File: config.mk
export PLATFORM = sky130hd
export DESIGN_NAME = dwarf_eh_pointer_decoder_core_flat
export DESIGN_NICKNAME = d
export VERILOG_FILES = /design/src/dwep_pkg.sv /design/src/dwep_if.sv /design/src/dwep_front.sv /design/src/dwep_queue.sv /design/src/dwep_back.sv /design/src/dwarf_eh_pointer_decoder_core.sv /design/src/flat_wrapper.sv
export SDC_FILE = /design/constraint.sdc
export NUM_CORES = 1
export LEC_CHECK = 0
export BUFFER_PORTS_ARGS = -buffer_cell sky130_fd_sc_hd__buf_2
export CAP_MARGIN = 10
export CORE_ASPECT_RATIO = 2
export CORE_MARGIN = 10
export CORE_UTILIZATION = 50
export CTS_CLUSTER_SIZE = 16
export DETAILED_ROUTE_END_ITERATION = 16
export PLACE_DENSITY = 0.81
export RECOVER_POWER = 50
export SLEW_MARGIN = 20
export SYNTH_ARGS = -nofsm -noshare
export SYNTH_HDL_FRONTEND = slang
export SYNTH_SLANG_ARGS = --single-unit
export TNS_END_PERCENT = 10
File: constraint.sdc
create_clock -name clk -period 6.3 [get_ports clk]
set_input_delay 0.315 -clock clk [delete_from_list [all_inputs] [get_ports clk]]
set_output_delay 0.315 -clock clk [all_outputs]
set_load 0.05 [all_outputs]
File: src/dwep_pkg.sv
// ----------------------------------------------------------------------------
// dwep_pkg: shared types and constants for the EH pointer decoder
// Format codes, relative-mode codes, register indexes and the queue word.
// ----------------------------------------------------------------------------
package dwep_pkg;

  localparam logic [3:0] FMT_ABSPTR  = 4'h0;
  localparam logic [3:0] FMT_ULEB128 = 4'h1;
  localparam logic [3:0] FMT_UDATA2  = 4'h2;
  localparam logic [3:0] FMT_UDATA4  = 4'h3;
  localparam logic [3:0] FMT_UDATA8  = 4'h4;
  localparam logic [3:0] FMT_SLEB128 = 4'h9;
  localparam logic [3:0] FMT_SDATA2  = 4'ha;
  localparam logic [3:0] FMT_SDATA4  = 4'hb;
  localparam logic [3:0] FMT_SDATA8  = 4'hc;
  localparam logic [3:0] FMT_UDATA1  = 4'hd;
  localparam logic [3:0] FMT_SDATA1  = 4'he;

  localparam logic [7:0] OMIT_CODE = 8'hff;
  localparam logic [6:0] SHIFT_CAP = 7'd70;
  localparam logic [6:0] SHIFT_FULL = 7'd64;

  localparam logic [2:0] REL_NONE = 3'd0;
  localparam logic [2:0] REL_PC   = 3'd1;
  localparam logic [2:0] REL_TEXT = 3'd2;
  localparam logic [2:0] REL_DATA = 3'd3;
  localparam logic [2:0] REL_FUNC = 3'd4;

  localparam logic [1:0] CFG_PC   = 2'd0;
  localparam logic [1:0] CFG_TEXT = 2'd1;
  localparam logic [1:0] CFG_DATA = 2'd2;
  localparam logic [1:0] CFG_FUNC = 2'd3;

  localparam logic [63:0] PC_UNSET  = 64'h7fff_ffff_ffff_ffff;
  localparam logic [63:0] ADR_UNSET = 64'hffff_ffff_ffff_ffff;

  // decoded word waiting for its relative offset
  typedef struct packed {
    logic [63:0] value;
    logic        status;
    logic [2:0]  rel;
  } dwep_entry_t;

  // field length in bytes of a fixed format, 0 for LEB128 and unknown codes
  function automatic logic [3:0] fmt_fixed_len(input logic [3:0] fmt);
    logic [3:0] len;
    case (fmt)
      FMT_ABSPTR, FMT_UDATA8, FMT_SDATA8: len = 4'd8;
      FMT_UDATA4, FMT_SDATA4:             len = 4'd4;
      FMT_UDATA2, FMT_SDATA2:             len = 4'd2;
      FMT_UDATA1, FMT_SDATA1:             len = 4'd1;
      default:                            len = 4'd0;
    endcase
    return len;
  endfunction

  function automatic logic fmt_is_leb(input logic [3:0] fmt);
    return (fmt == FMT_ULEB128) || (fmt == FMT_SLEB128);
  endfunction

  function automatic logic fmt_is_signed(input logic [3:0] fmt);
    return (fmt == FMT_SDATA2) || (fmt == FMT_SDATA4) ||
           (fmt == FMT_SDATA8) || (fmt == FMT_SDATA1);
  endfunction

endpackage

File: src/dwep_if.sv
// ----------------------------------------------------------------------------
// dwep_if: stream channels of the EH pointer decoder
// Byte channel into the decoder and result channel out of it.
// ----------------------------------------------------------------------------
interface dwep_in_if;
  logic       valid;
  logic       ready;
  logic [7:0] data_byte;
  logic [7:0] encoding;
  logic       start_value;

  modport source(output valid, output data_byte, output encoding, output start_value,
                 input ready);
  modport sink(input valid, input data_byte, input encoding, input start_value,
               output ready);
endinterface

interface dwep_out_if;
  logic        valid;
  logic        ready;
  logic [63:0] decoded_value;
  logic        status;

  modport source(output valid, output decoded_value, output status, input ready);
  modport sink(input valid, input decoded_value, input status, output ready);
endinterface

File: src/dwep_front.sv
// ----------------------------------------------------------------------------
// dwep_front: byte accumulator of the EH pointer decoder
// One byte a cycle unless q_full; tracks the open run, pushes finished words.
// ----------------------------------------------------------------------------
module dwep_front
  import dwep_pkg::*;
#(
  parameter int ADDRESS_BYTES = 8
) (
  input  logic        clk,
  input  logic        rst,
  dwep_in_if.sink     stream,
  input  logic        q_full,
  output logic        q_push,
  output dwep_entry_t q_word
);

  logic [63:0] accumulator, accumulator_next;
  logic [6:0]  bit_shift, bit_shift_next;
  logic [3:0]  bytes_left, bytes_left_next;
  logic [7:0]  active_encoding, active_encoding_next;
  logic        busy, busy_next;

  logic        fire;
  logic [3:0]  start_len;
  logic        start_known;
  logic [63:0] cur_acc;
  logic [6:0]  cur_shift;
  logic [3:0]  cur_left;
  logic [7:0]  cur_enc;
  logic [3:0]  fmt;
  logic        leb;
  logic [63:0] payload;
  logic [63:0] acc_or;
  logic [7:0]  shift_sum;
  logic [6:0]  new_shift;
  logic [3:0]  new_left;
  logic        done;
  logic        ext;
  logic [5:0]  sign_idx;
  logic [63:0] ext_mask;
  logic [63:0] acc_final;

  assign stream.ready = !q_full;
  assign fire = stream.valid && stream.ready;

  always_comb begin
    start_len   = fmt_fixed_len(stream.encoding[3:0]);
    start_known = fmt_is_leb(stream.encoding[3:0]) || (start_len != 4'd0);
    if ((stream.encoding[3:0] == FMT_ABSPTR) && (ADDRESS_BYTES != 8)) begin
      start_known = 1'b0;
    end
  end

  // a start item opens a fresh run
  assign cur_acc   = stream.start_value ? 64'd0 : accumulator;
  assign cur_shift = stream.start_value ? 7'd0 : bit_shift;
  assign cur_left  = stream.start_value ? start_len : bytes_left;
  assign cur_enc   = stream.start_value ? stream.encoding : active_encoding;
  assign fmt       = cur_enc[3:0];
  assign leb       = fmt_is_leb(fmt);

  always_comb begin
    payload = leb ? {57'd0, stream.data_byte[6:0]} : {56'd0, stream.data_byte};
    acc_or  = cur_acc;
    if (!cur_shift[6]) begin
      acc_or = cur_acc | (payload << cur_shift[5:0]);
    end

    shift_sum = {1'b0, cur_shift} + (leb ? 8'd7 : 8'd8);
    if (leb) begin
      new_shift = (shift_sum > {1'b0, SHIFT_CAP}) ? SHIFT_CAP : shift_sum[6:0];
    end else begin
      new_shift = (shift_sum > {1'b0, SHIFT_FULL}) ? SHIFT_FULL : shift_sum[6:0];
    end

    new_left = (cur_left != 4'd0) ? cur_left - 4'd1 : 4'd0;
    done     = leb ? !stream.data_byte[7] : (new_left == 4'd0);

    sign_idx = new_shift[5:0] - 6'd1;
    if (leb) begin
      ext = (fmt == FMT_SLEB128) && stream.data_byte[6] && !new_shift[6];
    end else begin
      ext = fmt_is_signed(fmt) && (new_shift != 7'd0) && !new_shift[6] &&
            acc_or[sign_idx];
    end
    ext_mask  = {64{1'b1}} << new_shift[5:0];
    acc_final = ext ? (acc_or | ext_mask) : acc_or;
  end

  always_comb begin
    accumulator_next     = accumulator;
    bit_shift_next       = bit_shift;
    bytes_left_next      = bytes_left;
    active_encoding_next = active_encoding;
    busy_next            = busy;
    q_push               = 1'b0;
    q_word               = '{value: acc_final, status: 1'b0, rel: cur_enc[6:4]};

    if (fire && (stream.start_value || busy)) begin
      if (stream.start_value) begin
        active_encoding_next = stream.encoding;
      end
      if (stream.start_value && (stream.encoding == OMIT_CODE)) begin
        q_push    = 1'b1;
        q_word    = '{value: 64'd0, status: 1'b0, rel: REL_NONE};
        busy_next = 1'b0;
        accumulator_next = 64'd0;
        bit_shift_next   = 7'd0;
        bytes_left_next  = 4'd0;
      end else if (stream.start_value && !start_known) begin
        q_push    = 1'b1;
        q_word    = '{value: 64'd0, status: 1'b1, rel: REL_NONE};
        busy_next = 1'b0;
        accumulator_next = 64'd0;
        bit_shift_next   = 7'd0;
        bytes_left_next  = 4'd0;
      end else begin
        accumulator_next = acc_or;
        bit_shift_next   = new_shift;
        bytes_left_next  = leb ? cur_left : new_left;
        busy_next        = !done;
        q_push           = done;
      end
    end
  end

  always_ff @(posedge clk) begin
    if (rst) begin
      accumulator     <= 64'd0;
      bit_shift       <= 7'd0;
      bytes_left      <= 4'd0;
      active_encoding <= 8'd0;
      busy            <= 1'b0;
    end else begin
      accumulator     <= accumulator_next;
      bit_shift       <= bit_shift_next;
      bytes_left      <= bytes_left_next;
      active_encoding <= active_encoding_next;
      busy            <= busy_next;
    end
  end

endmodule

File: src/dwep_queue.sv
// ----------------------------------------------------------------------------
// dwep_queue: two-entry queue between decoder front and back
// Holds finished words so each side can stall on its own.
// ----------------------------------------------------------------------------
module dwep_queue
  import dwep_pkg::*;
(
  input  logic        clk,
  input  logic        rst,
  input  logic        push,
  input  dwep_entry_t push_word,
  input  logic        pop,
  output dwep_entry_t pop_word,
  output logic        full,
  output logic        empty
);

  dwep_entry_t slots [2];
  logic        wr_ptr;
  logic        rd_ptr;
  logic [1:0]  count;

  assign full     = (count == 2'd2);
  assign empty    = (count == 2'd0);
  assign pop_word = slots[rd_ptr];

  always_ff @(posedge clk) begin
    if (push) begin
      slots[wr_ptr] <= push_word;
    end
  end

  always_ff @(posedge clk) begin
    if (rst) begin
      wr_ptr <= 1'b0;
      rd_ptr <= 1'b0;
      count  <= 2'd0;
    end else begin
      if (push) begin
        wr_ptr <= !wr_ptr;
      end
      if (pop) begin
        rd_ptr <= !rd_ptr;
      end
      case ({push, pop})
        2'b10:   count <= count + 2'd1;
        2'b01:   count <= count - 2'd1;
        default: count <= count;
      endcase
    end
  end

endmodule

File: src/dwep_back.sv
// ----------------------------------------------------------------------------
// dwep_back: offset adder and output register of the EH pointer decoder
// Adds the selected relative offset and holds the result word.
// ----------------------------------------------------------------------------
module dwep_back
  import dwep_pkg::*;
(
  input  logic        clk,
  input  logic        rst,
  input  logic        cfg_we,
  input  logic [1:0]  cfg_index,
  input  logic [63:0] cfg_data,
  input  logic        q_empty,
  input  dwep_entry_t q_word,
  output logic        q_pop,
  dwep_out_if.source  result
);

  logic [63:0] pc_offset;
  logic [63:0] text_offset;
  logic [63:0] data_offset;
  logic [63:0] func_offset;

  logic        out_valid;
  logic [63:0] out_value;
  logic        out_status;
  logic [63:0] addend;

  always_ff @(posedge clk) begin
    if (rst) begin
      pc_offset   <= PC_UNSET;
      text_offset <= ADR_UNSET;
      data_offset <= ADR_UNSET;
      func_offset <= ADR_UNSET;
    end else if (cfg_we) begin
      case (cfg_index)
        CFG_PC:   pc_offset   <= cfg_data;
        CFG_TEXT: text_offset <= cfg_data;
        CFG_DATA: data_offset <= cfg_data;
        CFG_FUNC: func_offset <= cfg_data;
        default:  pc_offset   <= pc_offset;
      endcase
    end
  end

  // unset offsets add nothing
  always_comb begin
    case (q_word.rel)
      REL_PC:   addend = (pc_offset   != PC_UNSET)  ? pc_offset   : 64'd0;
      REL_TEXT: addend = (text_offset != ADR_UNSET) ? text_offset : 64'd0;
      REL_DATA: addend = (data_offset != ADR_UNSET) ? data_offset : 64'd0;
      REL_FUNC: addend = (func_offset != ADR_UNSET) ? func_offset : 64'd0;
      default:  addend = 64'd0;
    endcase
  end

  assign q_pop = !q_empty && (!out_valid || result.ready);

  always_ff @(posedge clk) begin
    if (rst) begin
      out_valid <= 1'b0;
    end else if (q_pop) begin
      out_valid <= 1'b1;
    end else if (result.ready) begin
      out_valid <= 1'b0;
    end
  end

  always_ff @(posedge clk) begin
    if (q_pop) begin
      out_value  <= q_word.value + addend;
      out_status <= q_word.status;
    end
  end

  assign result.valid         = out_valid;
  assign result.decoded_value = out_value;
  assign result.status        = out_status;

endmodule

File: src/dwarf_eh_pointer_decoder_core.sv
// Path: the byte that completes a word is accumulated by the front and written
//   into the queue when it is accepted; the offset add then writes it into the
//   output register, once the output register is free.
// Throughput: one byte per cycle; the front takes a byte whenever the
//   two-entry queue has room, independent of output stalls.
// Reset (rst, synchronous): clears the open run, queue and output valid;
//   the offset registers return to their unset values.
// ----------------------------------------------------------------------------
// dwarf_eh_pointer_decoder_core: DWARF EH pointer encoding decoder
// Decodes fixed, absolute and LEB128 encoded values and adds the
// relative offset chosen by the encoding.
// ----------------------------------------------------------------------------
module dwarf_eh_pointer_decoder_core
  import dwep_pkg::*;
#(
  parameter int ADDRESS_BYTES = 8
) (
  input  logic        clk,
  input  logic        rst,
  dwep_in_if.sink     stream,
  dwep_out_if.source  result,
  input  logic        cfg_we,
  input  logic [1:0]  cfg_index,
  input  logic [63:0] cfg_data
);

  logic        q_push;
  logic        q_pop;
  logic        q_full;
  logic        q_empty;
  dwep_entry_t push_word;
  dwep_entry_t pop_word;

  dwep_front #(
    .ADDRESS_BYTES(ADDRESS_BYTES)
  ) u_front (
    .clk    (clk),
    .rst    (rst),
    .stream (stream),
    .q_full (q_full),
    .q_push (q_push),
    .q_word (push_word)
  );

  dwep_queue u_queue (
    .clk       (clk),
    .rst       (rst),
    .push      (q_push),
    .push_word (push_word),
    .pop       (q_pop),
    .pop_word  (pop_word),
    .full      (q_full),
    .empty     (q_empty)
  );

  dwep_back u_back (
    .clk       (clk),
    .rst       (rst),
    .cfg_we    (cfg_we),
    .cfg_index (cfg_index),
    .cfg_data  (cfg_data),
    .q_empty   (q_empty),
    .q_word    (pop_word),
    .q_pop     (q_pop),
    .result    (result)
  );

endmodule
File: src/flat_wrapper.sv
// flat-port wrapper written by rule: the top's interface ports become plain ports
module dwarf_eh_pointer_decoder_core_flat import dwep_pkg::*;
#(
  parameter int ADDRESS_BYTES = 8
)
  (clk, rst, cfg_we, cfg_index, cfg_data, stream_valid, stream_data_byte, stream_encoding, stream_start_value, stream_ready, result_valid, result_decoded_value, result_status, result_ready);
  dwep_in_if stream_i ();
  dwep_out_if result_i ();
  input  logic clk;
  input  logic rst;
  input  logic cfg_we;
  input  logic [1:0] cfg_index;
  input  logic [63:0] cfg_data;
  input wire logic [$bits(stream_i.valid)-1:0] stream_valid;
  input wire logic [$bits(stream_i.data_byte)-1:0] stream_data_byte;
  input wire logic [$bits(stream_i.encoding)-1:0] stream_encoding;
  input wire logic [$bits(stream_i.start_value)-1:0] stream_start_value;
  output wire logic [$bits(stream_i.ready)-1:0] stream_ready;
  output wire logic [$bits(result_i.valid)-1:0] result_valid;
  output wire logic [$bits(result_i.decoded_value)-1:0] result_decoded_value;
  output wire logic [$bits(result_i.status)-1:0] result_status;
  input wire logic [$bits(result_i.ready)-1:0] result_ready;
  assign stream_i.valid = stream_valid;
  assign stream_i.data_byte = stream_data_byte;
  assign stream_i.encoding = stream_encoding;
  assign stream_i.start_value = stream_start_value;
  assign stream_ready = stream_i.ready;
  assign result_valid = result_i.valid;
  assign result_decoded_value = result_i.decoded_value;
  assign result_status = result_i.status;
  assign result_i.ready = result_ready;
  dwarf_eh_pointer_decoder_core #(.ADDRESS_BYTES(ADDRESS_BYTES)) u_core (.clk(clk), .rst(rst), .stream(stream_i), .result(result_i), .cfg_we(cfg_we), .cfg_index(cfg_index), .cfg_data(cfg_data));
endmodule
==> out/metrics.cfg <==
[routing]
drtAntennaViolNets = 0
avgRoutedWirePerCell_um = 25.5
viasPerCell = 6.40
drc_errors = 0
wl_um = 104000
num_vias = 26200
drt-initial-drc-count = 2746
drtPass1Iterations = 8

[cells_and_area]
final_cell_mix = nand2_1 (594), dfxtp_1 (344), edfxtp_1 (201), nand3b_1 (198), nor2_1 (181)
nets = 3463
final_common_cell = nand2_1
flow.area_growth_from_synthesis_pct = 14.0
multiInputGateArea_um2 = 15000
fill_cells = 4997
regArea_um2 = 12900
drive_gt1_share_pct = 13.4
final_area_um2 = 33000

[sta]
fin_setup_tns_ps = 0
period_share_pct = 95.3
setup_viol = 0
min_period_ps = 6010
slew-limit-headroom_pct = -169
fin_worst_skew_ps = 19.0
finalHoldViolations = 0
rsz0062_at_grt = false
slew_viol_final = 593
worst_pin_slew_ps = 4040
fmax_mhz = 166
hold_slack_ps = 9.57

[floorplanning]
die_w_um = 190
dieArea_um2 = 68400
placementRows = 124
die_y_um = 360
io_pins = 155
core_um2 = 57200
start_util_pct = 50.5

[clock_tree]
cts_tree = yes
clockRootBuffer = clkbuf_16
clockBufferDepth = 3
cts_buffers = 50
cts.sinks = 546
clk_pin_slew_ps = 70
cts_max_level = 2
clk_latency_ps = 600
cts_setup_buffers = 0

[global_route]
grt_usage_pct = 29.4
antenna_found_initial = 6
grt_first_pass_wirelength_um = 155000
grt_max_degree = 128
grt_overflow = 0
grt_pass1_vias = 25700

[power]
ir_drop_uv = 541
p_leak_nw = 13.3
clockPowerShare_pct = 23.0
p_sw_mw = 5.92
power_frac_comb_pct = 44.2
power.internal_mw = 8.37
p_seq_share_pct = 32.8
p_sw_share_pct = 41.5
power_mw = 14.3
powerDensity_nw_per_um2 = 434

[logic_synthesis]
syn_inst = 3120
seq_area_frac_synth_pct = 44.8
synth.distinct_cells = 96
synth_largest_area_cell = dfxtp_1
synth_flop_cell = dfxtp_1
netlist_area_um2 = 28900
syn_nets = 3287
synth.avg_cell_area_um2 = 9.27
ys_warn_count = 0
synthTopCellsByArea = dfxtp_1 (24%), edfxtp_1 (21%), nand2_1 (7.7%)
synth_seq_cells = 546
synth_top_area_share_pct = 23.9
async_flop_share_pct = 0
synth_edf_count = 201

[placement]
io_buffers = 154
place_hpwl_um = 76300
gp_congestion = 1.05
dpl_cell_area_um2 = 30800

[setup_path]
crit_end = u_core.u_queue.slots[1][15]$_DFFE_PP_
r2r-start = u_core.u_front.active_encoding[1]$_SDFFE_PP0P_
critical_path.startpoint = u_core.u_front.active_encoding[1]$_SDFFE_PP0P_
r2r_setup_slack_ps = 290
cp_data_arrival_time_ps = 6350
crit_required_ps = 6640
timing.rr.end = u_core.u_queue.slots[1][15]$_DFFE_PP_
reg2reg_depth = 23
path_class = register to register
startpoint_type = register
path_max_fanout = 16
worstSetupEndpointType = register

[outcome]
violations = capacitance limit, slew limit
status = complete, but fails checks

[run]
maxCapViolations = 8

[min_path]
holdCritPathClass = input pin to register

[what timing repair did]
item	CTS	global route
resized for setup	0	2
hold buffers	54	0
hold endpoints to repair	184	0
setup endpoints to repair	0	8
[worst max-delay path: stages (launching register included)]
cell      delay (ps)
dfxtp_1          360
or4b_4           600
nand2_4          160
inv_1             60
ha_1             330
o21ai_0          150
buf_4            180
or4_1            570
nand4_4          180
nand2_1           70
a21oi_1          300
inv_1            120
ha_1             230
inv_1             80
ha_1             270
buf_4            170
a311oi_1         220
o221ai_1         200
buf_4            200
a21oi_1          400
a211oi_4          70
buf_12           190
buf_4            150
o41ai_1          460
[cells in the mapped netlist, types with 9 or more instances]
cell and n:
nand2_1 594, dfxtp_1 345, edfxtp_1 201, nand3b_1 198, nor2_1 183, clkbuf_1 168, a22oi_1 166, a21oi_1 135
nor2b_1 83, nand4_1 82, ha_1 77, o21ai_0 71, mux2_2 70, a211o_1 66, a21o_1 51, xnor2_1 48
a211oi_1 47, inv_1 42, nand3_1 42, nor3_1 25, nor4_1 25, xor2_1 23, buf_1 22, o31ai_1 22
a21oi_2 20, o21ai_2 20, mux2i_1 18, nand2b_1 17, o21bai_1 15, and3_1 14, o21a_1 14, o21ai_1 14
a221oi_1 13, mux4_2 12, a31oi_1 11, and2_1 11, o2bb2ai_1 9
[power groups by stage]
stage	Clock [mW]	Combinational, mW	Sequential, mW
2_1_floorplan	0	3.48	5.51
3_3_place_gp	0	6.19	4.72
3_5_place_dp	0	6.20	4.73
4_1_cts	3.31	6.27	4.67
5_1_grt	3.44	6.72	4.73
6_report	3.28	6.32	4.69
[per-stage QoR]
step                      cells  utilization, %  setup WS, ps
after floorplan            3120               -         0.578
after global placement     3944            53.8           283
after detailed placement   3944            53.8           227
after CTS                  4091            57.8           289
after global routing       4094            57.6          6.01
final                      4095            57.6           293
[routing by layer]
metal	global-route usage, %	vias to the layer above	part of all wire (%)
met3	3.66	460	6.6
met4	24.4	6	10
li1	-	11800	-
met2	51.2	1415	49
met5	0	-	0.035
met1	30.8	12500	34
[worst min-delay path by stage]
stage                                                    from                                        endpoint  slack, ps  cells past startpoint
6_report                                         result_ready         u_core.u_back.result.valid$_SDFFE_PP0P_         10                      3
5_1_grt                                          cfg_data[53]        u_core.u_back.pc_offset[53]$_SDFFE_PP1P_         20                      2
4_1_cts                                          cfg_data[53]        u_core.u_back.pc_offset[53]$_SDFFE_PP1P_          3                      2
3_5_place_dp   u_core.u_front.active_encoding[3]$_SDFFE_PP0P_  u_core.u_front.active_encoding[3]$_SDFFE_PP0P_        440                      2
3_3_place_gp       u_core.u_front.accumulator[0]$_SDFFE_PP0P_      u_core.u_front.accumulator[0]$_SDFFE_PP0P_        440                      2
2_1_floorplan  u_core.u_front.active_encoding[3]$_SDFFE_PP0P_  u_core.u_front.active_encoding[3]$_SDFFE_PP0P_        430                      2
[sequential cells by signal (all words and copies together), names as in the netlist, named ones only]
signal and cells:
u_core.u_queue.count 2, u_core.u_back.data_offset 64, u_core.u_front.bytes_left 4, u_core.u_back.text_offset 64
u_core.u_front.busy 1, u_core.u_front.bit_shift 7, u_core.u_queue.slots 136, u_core.u_back.result.decoded_value 64
u_core.u_back.result.status 1, u_core.u_back.pc_offset 64, u_core.u_queue.rd_ptr 1, u_core.u_back.result.valid 1
u_core.u_front.active_encoding 7, u_core.u_back.func_offset 64, u_core.u_front.accumulator 64, u_core.u_queue.wr_ptr 1
[cell type report]
type                    instances  share of cell area (%)
multi-input cells            2326                    45.6
flip-flops and latches        546                    39.3
repair buffers                327                    6.40
clock buffers                  63                    4.22
well taps                     756                    2.87
clock inverters                30                    1.09
inverters                      45                   0.513
diodes                          2                  0.0152
[cells by family (layout without fill, tap and decap cells)]
| logic type | count (synthesis) | after routing | share of synthesized area, % |
|---|---|---|---|
| flops | 546 | 546 | 44.8 |
| simple gates | 1309 | 1309 | 22.5 |
| fa+ha+maj | 79 | 79 | 3.47 |
| compound gates | 761 | 761 | 18.9 |
| xor+xnor | 72 | 72 | 2.21 |
| mux | 105 | 105 | 4.65 |
| buf+inv | 248 | 465 | 3.46 |
| other cells | 0 | 2 | 0 |
(Power assumes the default switching activity.)
